`src/sv/tsp_pkg.sv`:
```
package tsp_pkg;

	// Width of each field accumulator; fields wrap modulo 2^FIELD_BITS
	localparam int FIELD_BITS = 32;
	// Width of each result field on the output channel
	localparam int OUT_BITS   = 32;
	localparam int NUM_FIELDS = 7;
	localparam int EXT_BITS   = (FIELD_BITS > OUT_BITS) ? FIELD_BITS : OUT_BITS;

	localparam logic [7:0] CH_T     = 8'h54;
	localparam logic [7:0] CH_Z     = 8'h5A;
	localparam logic [7:0] CH_MINUS = 8'h2D;
	localparam logic [7:0] CH_PLUS  = 8'h2B;
	localparam logic [7:0] CH_COLON = 8'h3A;
	localparam logic [7:0] CH_DOT   = 8'h2E;
	localparam logic [7:0] CH_COMMA = 8'h2C;
	localparam logic [7:0] CH_ZERO  = 8'h30;
	localparam logic [7:0] CH_NINE  = 8'h39;
	localparam logic [7:0] CH_SPACE = 8'h20;
	localparam logic [7:0] CH_TAB   = 8'h09;
	localparam logic [7:0] CH_CR    = 8'h0D;

	typedef logic [FIELD_BITS-1:0] field_t;
	typedef logic [OUT_BITS-1:0]   out_field_t;

	// Field index, also the parse phase
	typedef enum logic [2:0] {
		FLD_YEAR   = 3'd0,
		FLD_MONTH  = 3'd1,
		FLD_DAY    = 3'd2,
		FLD_HOUR   = 3'd3,
		FLD_MINUTE = 3'd4,
		FLD_SECOND = 3'd5,
		FLD_FRAC   = 3'd6
	} field_idx_t;

	typedef struct packed {
		logic       status;
		out_field_t year;
		out_field_t month;
		out_field_t day;
		out_field_t hour;
		out_field_t minute;
		out_field_t second;
		out_field_t fraction;
	} result_t;

	// Sign-extend from FIELD_BITS, then cut to OUT_BITS
	function automatic out_field_t to_out(input field_t v);
		logic signed [EXT_BITS-1:0] x;
		x = EXT_BITS'(signed'(v));
		return x[OUT_BITS-1:0];
	endfunction

endpackage

```
`src/sv/tsp_char_if.sv`:
```
interface tsp_char_if;
	logic       valid;
	logic       ready;
	logic [7:0] ch;
	logic       last;

	modport source(output valid, ch, last, input ready);
	modport sink(input valid, ch, last, output ready);
endinterface

```
`src/sv/tsp_result_if.sv`:
```
interface tsp_result_if import tsp_pkg::*; ();
	logic       valid;
	logic       ready;
	logic       status;
	out_field_t year;
	out_field_t month;
	out_field_t day;
	out_field_t hour;
	out_field_t minute;
	out_field_t second;
	out_field_t fraction;

	modport source(output valid, status, year, month, day, hour, minute, second, fraction,
		input ready);
	modport sink(input valid, status, year, month, day, hour, minute, second, fraction,
		output ready);
endinterface

```
`src/sv/tsp_field_parser.sv`:
```
module tsp_field_parser import tsp_pkg::*; (
	input  logic       clk,
	input  logic       arst_n,
	input  logic       take,
	input  logic [7:0] ch,
	input  logic       last,
	output result_t    result
);

	typedef enum logic [1:0] {
		V_OPEN = 2'd0,
		V_OK   = 2'd1,
		V_BAD  = 2'd2
	} verdict_t;

	field_idx_t phase_q, phase_d;
	field_t     acc_q, acc_d;
	logic       neg_q, neg_d;
	logic       sign_q, sign_d;
	logic       dig_q, dig_d;
	verdict_t   verdict_q, verdict_d;
	field_t     store_q [NUM_FIELDS];
	field_t     store_d [NUM_FIELDS];

	logic       num_ch, is_blank;
	field_t     acc_step;
	field_t     digit_val;

	assign num_ch    = (ch >= CH_ZERO) && (ch <= CH_NINE);
	assign is_blank  = (ch == CH_SPACE) || ((ch >= CH_TAB) && (ch <= CH_CR));
	assign digit_val = FIELD_BITS'(ch - CH_ZERO);
	// acc * 10 + digit
	assign acc_step  = (acc_q << 3) + (acc_q << 1) + digit_val;

	always_comb begin
		phase_d   = phase_q;
		acc_d     = acc_q;
		neg_d     = neg_q;
		sign_d    = sign_q;
		dig_d     = dig_q;
		verdict_d = verdict_q;
		store_d   = store_q;

		if (verdict_q == V_OPEN) begin
			if (num_ch) begin
				acc_d   = acc_step;
				dig_d   = 1'b1;
				store_d[phase_q] = neg_q ? (field_t'(0) - acc_step) : acc_step;
			end else if (!dig_q) begin
				if (phase_q == FLD_YEAR || sign_q) begin
					verdict_d = V_BAD;
				end else if (is_blank) begin
					// skip leading whitespace
				end else if (ch == CH_PLUS || ch == CH_MINUS) begin
					sign_d = 1'b1;
					neg_d  = (ch == CH_MINUS);
				end else begin
					verdict_d = V_BAD;
				end
			end else begin
				// separator after a field's digits opens the next field
				acc_d  = '0;
				neg_d  = 1'b0;
				sign_d = 1'b0;
				dig_d  = 1'b0;
				if (ch == CH_Z) begin
					verdict_d = V_OK;
				end else if (ch == CH_MINUS && phase_q <= FLD_MONTH) begin
					phase_d = field_idx_t'(phase_q + 3'd1);
				end else if (ch == CH_T && phase_q <= FLD_DAY) begin
					phase_d = FLD_HOUR;
				end else if (ch == CH_COLON && (phase_q == FLD_HOUR || phase_q == FLD_MINUTE)) begin
					phase_d = field_idx_t'(phase_q + 3'd1);
				end else if ((ch == CH_DOT || ch == CH_COMMA) && phase_q == FLD_SECOND) begin
					phase_d = FLD_FRAC;
				end else begin
					verdict_d = V_BAD;
				end
			end
		end
	end

	always_comb begin
		result.status   = (verdict_d != V_OK);
		result.year     = to_out(store_d[FLD_YEAR]);
		result.month    = to_out(store_d[FLD_MONTH]);
		result.day      = to_out(store_d[FLD_DAY]);
		result.hour     = to_out(store_d[FLD_HOUR]);
		result.minute   = to_out(store_d[FLD_MINUTE]);
		result.second   = to_out(store_d[FLD_SECOND]);
		result.fraction = to_out(store_d[FLD_FRAC]);
	end

	always_ff @(posedge clk or negedge arst_n) begin
		if (!arst_n) begin
			phase_q   <= FLD_YEAR;
			acc_q     <= '0;
			neg_q     <= 1'b0;
			sign_q    <= 1'b0;
			dig_q     <= 1'b0;
			verdict_q <= V_OPEN;
			for (int i = 0; i < NUM_FIELDS; i++) store_q[i] <= '0;
		end else if (take) begin
			if (last) begin
				// string done: back to start for the next one
				phase_q   <= FLD_YEAR;
				acc_q     <= '0;
				neg_q     <= 1'b0;
				sign_q    <= 1'b0;
				dig_q     <= 1'b0;
				verdict_q <= V_OPEN;
				for (int i = 0; i < NUM_FIELDS; i++) store_q[i] <= '0;
			end else begin
				phase_q   <= phase_d;
				acc_q     <= acc_d;
				neg_q     <= neg_d;
				sign_q    <= sign_d;
				dig_q     <= dig_d;
				verdict_q <= verdict_d;
				store_q   <= store_d;
			end
		end
	end

endmodule

```
`src/sv/tsp_result_reg.sv`:
```
module tsp_result_reg import tsp_pkg::*; (
	input  logic    clk,
	input  logic    arst_n,
	input  logic    load,
	input  result_t result_d,
	output logic    free,
	tsp_result_if.source results
);

	logic    valid_q;
	result_t data_q;

	// slot can take a new result if empty or being drained this cycle
	assign free = !valid_q || results.ready;

	always_ff @(posedge clk or negedge arst_n) begin
		if (!arst_n) begin
			valid_q <= 1'b0;
		end else if (load) begin
			valid_q <= 1'b1;
		end else if (results.ready) begin
			valid_q <= 1'b0;
		end
	end

	always_ff @(posedge clk) begin
		if (load) begin
			data_q <= result_d;
		end
	end

	assign results.valid    = valid_q;
	assign results.status   = data_q.status;
	assign results.year     = data_q.year;
	assign results.month    = data_q.month;
	assign results.day      = data_q.day;
	assign results.hour     = data_q.hour;
	assign results.minute   = data_q.minute;
	assign results.second   = data_q.second;
	assign results.fraction = data_q.fraction;

endmodule

```
`src/sv/iso8601_timestamp_parser_unit.sv`:
```
// ISO 8601 timestamp parser.
// chars: one character per request (ch), last marks the final character of a
//   timestamp. Grammar: year[-month[-day]][Thour[:minute[:second[(.|,)frac]]]]Z.
// results: one request per timestamp, after its last character: status
//   (0 ok, 1 invalid) and the seven fields, sign-extended, zero where absent.
// Throughput: one character per cycle, except while a final character waits
//   for the result slot. The parse step (a x10 multiply-accumulate plus
//   separator decode) sits between the input register and the result register.
// Path: a last character passes the input register, then the result register,
//   before it shows on results.
// Stall: the result register holds until taken. Non-final characters keep
//   flowing while a result waits; a final character waits in the input
//   register until the result slot frees, and chars.ready drops meanwhile.
// Reset: arst_n clears the parse state, the input register and the result
//   valid; the block is ready for a new timestamp right after release.
module iso8601_timestamp_parser_unit import tsp_pkg::*; (
	input logic clk,
	input logic arst_n,
	tsp_char_if.sink     chars,
	tsp_result_if.source results
);

	logic       valid_s1;
	logic [7:0] ch_s1;
	logic       last_s1;
	logic       take;
	logic       slot_free;
	result_t    result_d;

	// a final character needs the result slot; others advance freely
	assign take        = valid_s1 && (!last_s1 || slot_free);
	assign chars.ready = !valid_s1 || take;

	always_ff @(posedge clk or negedge arst_n) begin
		if (!arst_n) begin
			valid_s1 <= 1'b0;
		end else if (chars.ready) begin
			valid_s1 <= chars.valid;
		end
	end

	always_ff @(posedge clk) begin
		if (chars.ready && chars.valid) begin
			ch_s1   <= chars.ch;
			last_s1 <= chars.last;
		end
	end

	tsp_field_parser u_parser (
		.clk    (clk),
		.arst_n (arst_n),
		.take   (take),
		.ch     (ch_s1),
		.last   (last_s1),
		.result (result_d)
	);

	tsp_result_reg u_result (
		.clk      (clk),
		.arst_n   (arst_n),
		.load     (take && last_s1),
		.result_d (result_d),
		.free     (slot_free),
		.results  (results)
	);

endmodule
```
`src/flat_wrapper.sv`:
```
// flat-port wrapper written by rule: the top's interface ports become plain ports
module iso8601_timestamp_parser_unit_flat import tsp_pkg::*;
  (clk, arst_n, chars_valid, chars_ch, chars_last, chars_ready, results_valid, results_status, results_year, results_month, results_day, results_hour, results_minute, results_second, results_fraction, results_ready);
  tsp_char_if chars_i ();
  tsp_result_if results_i ();
  input logic clk;
  input logic arst_n;
  input wire logic [$bits(chars_i.valid)-1:0] chars_valid;
  input wire logic [$bits(chars_i.ch)-1:0] chars_ch;
  input wire logic [$bits(chars_i.last)-1:0] chars_last;
  output wire logic [$bits(chars_i.ready)-1:0] chars_ready;
  output wire logic [$bits(results_i.valid)-1:0] results_valid;
  output wire logic [$bits(results_i.status)-1:0] results_status;
  output wire logic [$bits(results_i.year)-1:0] results_year;
  output wire logic [$bits(results_i.month)-1:0] results_month;
  output wire logic [$bits(results_i.day)-1:0] results_day;
  output wire logic [$bits(results_i.hour)-1:0] results_hour;
  output wire logic [$bits(results_i.minute)-1:0] results_minute;
  output wire logic [$bits(results_i.second)-1:0] results_second;
  output wire logic [$bits(results_i.fraction)-1:0] results_fraction;
  input wire logic [$bits(results_i.ready)-1:0] results_ready;
  assign chars_i.valid = chars_valid;
  assign chars_i.ch = chars_ch;
  assign chars_i.last = chars_last;
  assign chars_ready = chars_i.ready;
  assign results_valid = results_i.valid;
  assign results_status = results_i.status;
  assign results_year = results_i.year;
  assign results_month = results_i.month;
  assign results_day = results_i.day;
  assign results_hour = results_i.hour;
  assign results_minute = results_i.minute;
  assign results_second = results_i.second;
  assign results_fraction = results_i.fraction;
  assign results_i.ready = results_ready;
  iso8601_timestamp_parser_unit u_core (.clk(clk), .arst_n(arst_n), .chars(chars_i), .results(results_i));
endmodule
```
`config.mk`:
```
export PLATFORM = sky130hd
export DESIGN_NAME = iso8601_timestamp_parser_unit_flat
export DESIGN_NICKNAME = d
export VERILOG_FILES = /design/src/sv/tsp_pkg.sv /design/src/sv/tsp_char_if.sv /design/src/sv/tsp_result_if.sv /design/src/sv/tsp_field_parser.sv /design/src/sv/tsp_result_reg.sv /design/src/sv/iso8601_timestamp_parser_unit.sv /design/src/flat_wrapper.sv
export SDC_FILE = /design/constraint.sdc
export NUM_CORES = 1
export LEC_CHECK = 0
export ABC_AREA = 1
export BUFFER_PORTS_ARGS = -buffer_cell sky130_fd_sc_hd__buf_2
export CAP_MARGIN = 15
export CORE_MARGIN = 10
export CORE_UTILIZATION = 60
export DETAILED_ROUTE_END_ITERATION = 6
export GPL_ROUTABILITY_DRIVEN = 0
export PLACE_DENSITY = 0.86
export SETUP_SLACK_MARGIN = 0.1
export SKIP_CTS_REPAIR_TIMING = 1
export SLEW_MARGIN = 20
export SYNTH_ARGS = -nofsm -noshare
export SYNTH_HDL_FRONTEND = slang
export SYNTH_HIERARCHICAL = 1
export SYNTH_SLANG_ARGS = --single-unit
```
`constraint.sdc`:
```
create_clock -name clk -period 6 [get_ports clk]
set_input_delay 0.9 -clock clk [delete_from_list [all_inputs] [get_ports clk]]
set_output_delay 0.9 -clock clk [all_outputs]
set_load 0.02 [all_outputs]
```
==> flow_metrics.env <==
export IMPL_fp_coreArea_um2=40830
export IMPL_violations="DRC"
export IMPL_pre_cts_ws_ns=1.006
export IMPL_clockBufferDepth=3
export IMPL_final_period_utilization_pct=87.86
export IMPL_final_nets=3048
export IMPL_initial_core_util_pct=60.68
export IMPL_synthMuxAreaShare_pct=0.1666
export IMPL_setup_slack_ns=0.7285
export IMPL_internal_power_mw=5.612
export IMPL_placedCellCount=3445
export IMPL_ff_latch_area_um2=13660
export IMPL_p_sw_mw=2.196
export IMPL_post_route_util_pct=68.65
export IMPL_syn_area_um2=24780
export IMPL_path_clk_slew_ns=0.07
export IMPL_hold_viol=0
export IMPL_antenna_found_initial=0
export IMPL_finalSetupTns_ns=0
export IMPL_synth_edf_count=234
export IMPL_cts_root_buffer="clkbuf_16"
export IMPL_syn_inst=2767
export IMPL_p_seq_share_pct=48.3
export IMPL_path_max_fanout=16
export IMPL_synthDistinctLibCells=52
export IMPL_synthAdderAreaFrac_pct=4.363
export IMPL_synth_avg_cell_area_um2=8.955
export IMPL_clock_fmax_mhz=189.7
export IMPL_comb_power_share_pct=12.8
export IMPL_synthFlopType="dfrtp_1"
export IMPL_drv_cap=0
export IMPL_routedWlPerCell_um=20.07
export IMPL_slew_headroom_pct=16.90
export IMPL_ant_nets=0
export IMPL_pwr_share_clk_pct=38.9
export IMPL_grt_max_degree=196
export IMPL_syn2layout_area_growth_pct=13.13
export IMPL_status="finished, violations left"
export IMPL_wl_mm=71.04
export IMPL_synth_simple_area_share_pct=20.40
export IMPL_drt_iter0_markers=2735
export IMPL_yosysWarnings=6
export IMPL_io_pins=240
export IMPL_whs_ns=0.3865
export IMPL_synth_compound_area_share_pct=11.06
export IMPL_syn_nets=2849
export IMPL_worstHoldPathType="in2async"
export IMPL_fin_cells=3539
export IMPL_pwr_density_cell_nw_per_um2=278.5
export IMPL_rr_worst_depth=22
export IMPL_total_power_mw=7.807
export IMPL_synth_top_family_by_area="simple AND/OR/NAND/NOR gates"
export IMPL_worst_ep_arrival_time_ns=5.63
export IMPL_rsz0062_at_grt="no"
export IMPL_drc=4
export IMPL_cts_buffers=49
export IMPL_multiInputGateArea_um2=9145
export IMPL_ir_worst_vdd_v=0.0002339
export IMPL_grt_pass1_wl_mm=111.7
export IMPL_rows=74
export IMPL_synthTopCellsByArea="edfxtp_1 (28%), dfrtp_1 (27%), nand2_1 (12%)"
export IMPL_worst_r2r_setup_slack_ns=0.73
export IMPL_grt_remaining_overflow=0
export IMPL_fillerInstances=2896
export IMPL_p_leak_nw=14.33
export IMPL_worstReg2RegStart="u_core/ch_s1[4]"
export IMPL_yosys_area_share_xor_xnor_pct=0.6565
export IMPL_critPathRequiredTime_ns=6.35
export IMPL_synthArstFlopShare_pct=53.11
export IMPL_diodes=0
export IMPL_drive_gt1_share_pct=16.00
export IMPL_synth_most_common_cell="nand2_1"
export IMPL_vias=20747
export IMPL_htree_num_levels=2
export IMPL_fin_area_um2=28030
export IMPL_slew_viol_final=0
export IMPL_synth_largest_area_cell="edfxtp_1"
export IMPL_worstMarginPinSlew_ns=1.233
export IMPL_firstDrtPassIters=7
export IMPL_placed_cell_area_um2=26420
export IMPL_worstSetupStartpointType="flip-flop"
export IMPL_yosys_top_cells_count="nand2_1 (812), inv_1 (403), dfrtp_1 (265), edfxtp_1 (234), o21ai_0 (221)"
export IMPL_dieArea_um2=49820
export IMPL_clock_skew_final_ns=0.02497
export IMPL_clock_latency_ns=0.61
export IMPL_swShare_pct=28.12
export IMPL_endpoint_kind="flip-flop"
export IMPL_yosysTopAreaCellShare_pct=28.36
export IMPL_place_hpwl_mm=47.98
export IMPL_r2r_end="u_core/u_result/results.hour[16]"
export IMPL_setup_viol=0
export IMPL_vias_per_cell=5.862
export IMPL_cts_sinks=499
export IMPL_synth_seq_cells=499
export IMPL_grtUsageTotal_pct=27.93
export IMPL_die_height_um=223.2
export IMPL_grt_pass1_vias=20522
export IMPL_worstSetupPathType="reg2reg"
export IMPL_io_buffers=239
export IMPL_fp_dieW_um=223.2
export IMPL_ys_seq_area_share_pct=55.12
export IMPL_cts_tree="built"
export IMPL_min_period_ns=5.272
area by class of cell:
cell class,instances,share of cell area (%)
tap,532,2.375
clock buffer,60,4.629
sequential,499,48.72
clock inverter,32,0.9730
multi-input combinational,1739,32.62
inverter,416,5.597
timing repair buffer,261,5.079
cell usage in the layout, fill, tap and decap left out, drive strengths merged, types with 10 or more instances in the layout:
cell / instances
a21oi: 30
buf: 261
dfrtp: 265
o21a: 10
o21ai: 273
a22o: 14
nor2: 90
fa: 29
ha: 40
o22ai: 59
or2: 45
xor2: 11
nand3: 160
edfxtp: 234
nand4: 12
clkinv: 27
inv: 416
nand2: 848
clkbuf: 60
a21boi: 64
nor3: 17
worst max-delay path, cell delays in order, from the launching register on:
cell and delay, ns:
edfxtp_1 0.48, ha_1 0.30, inv_1 0.11, nand2_1 0.09, inv_1 0.58, fa_1 0.55, ha_1 0.38, nand2_1 0.18
inv_1 0.07, nand2_1 0.07, nand2_1 0.10, inv_1 0.09, nand3_2 0.19, xnor2_1 0.38, nand2_1 0.16, nor2_4 0.19
nand2_2 0.10, nand2_1 0.14, nand2_1 0.07, nand2_1 0.27, inv_1 0.14, o21ai_0 0.29, inv_1 0.08
power groups by stage:
| stage | Clock, mW | Sequential [mW] | Combinational [mW] |
|---|---|---|---|
| 3_3_place_gp | 0 | 3.83 | 0.943 |
| 6_report | 3.04 | 3.77 | 1.00 |
| 5_1_grt | 3.21 | 3.78 | 1.08 |
| 2_1_floorplan | 0 | 3.91 | 0.514 |
| 4_1_cts | 3.07 | 3.77 | 0.979 |
| 3_5_place_dp | 0 | 3.83 | 0.972 |
sequential cells by signal, summed over array words and instances (netlist names), 2 cells and up:
name	cells
u_core/u_result/results.day	32
u_core/u_result/results.hour	32
u_core/u_result/results.second	32
u_core/u_result/results.fraction	32
u_core/ch_s1	8
u_core/u_parser/verdict_q	2
u_core/u_result/results.month	32
u_core/u_result/results.year	32
u_core/u_parser/store_q	224
u_core/u_parser/phase_q	3
u_core/u_parser/acc_q	31
u_core/u_result/results.minute	32
metal layers:
metal  up-vias  share of wire (%)  track usage [%]
met5         -                  0                0
met4         0                4.9            13.45
met3       246                 11            6.799
met2      1313                 47            44.24
met1      9857                 37            35.53
li1       9331                  -                -
cell families after synthesis:
family                     count (synthesis)
buffers and inverters                    529
xor gates and xnor gates                  16
and+or+nand+nor                         1184
adders and majority gates                 69
muxes                                      4
DFF                                      499
AOI/OAI and AO/OA                        466
how the worst max path moves through the flow:
stage / from / end / slack, ns / depth (start not counted)
after CTS: u_core/ch_s1[4] / u_core/u_result/results.minute[30] / 0.95 / 21
after detailed placement: u_core/ch_s1[4] / u_core/u_result/results.fraction[30] / 1.01 / 21
after global placement: u_core/ch_s1[4] / u_core/u_result/results.year[20] / 1.18 / 21
after global routing: u_core/ch_s1[4] / u_core/u_parser/store_q[126] / 0.40 / 23
final: u_core/ch_s1[4] / u_core/u_result/results.hour[16] / 0.73 / 22
after floorplan: results_ready / u_core/u_result/results.day[0] / 1.11 / 4
Power figures use the tool's default switching activity.
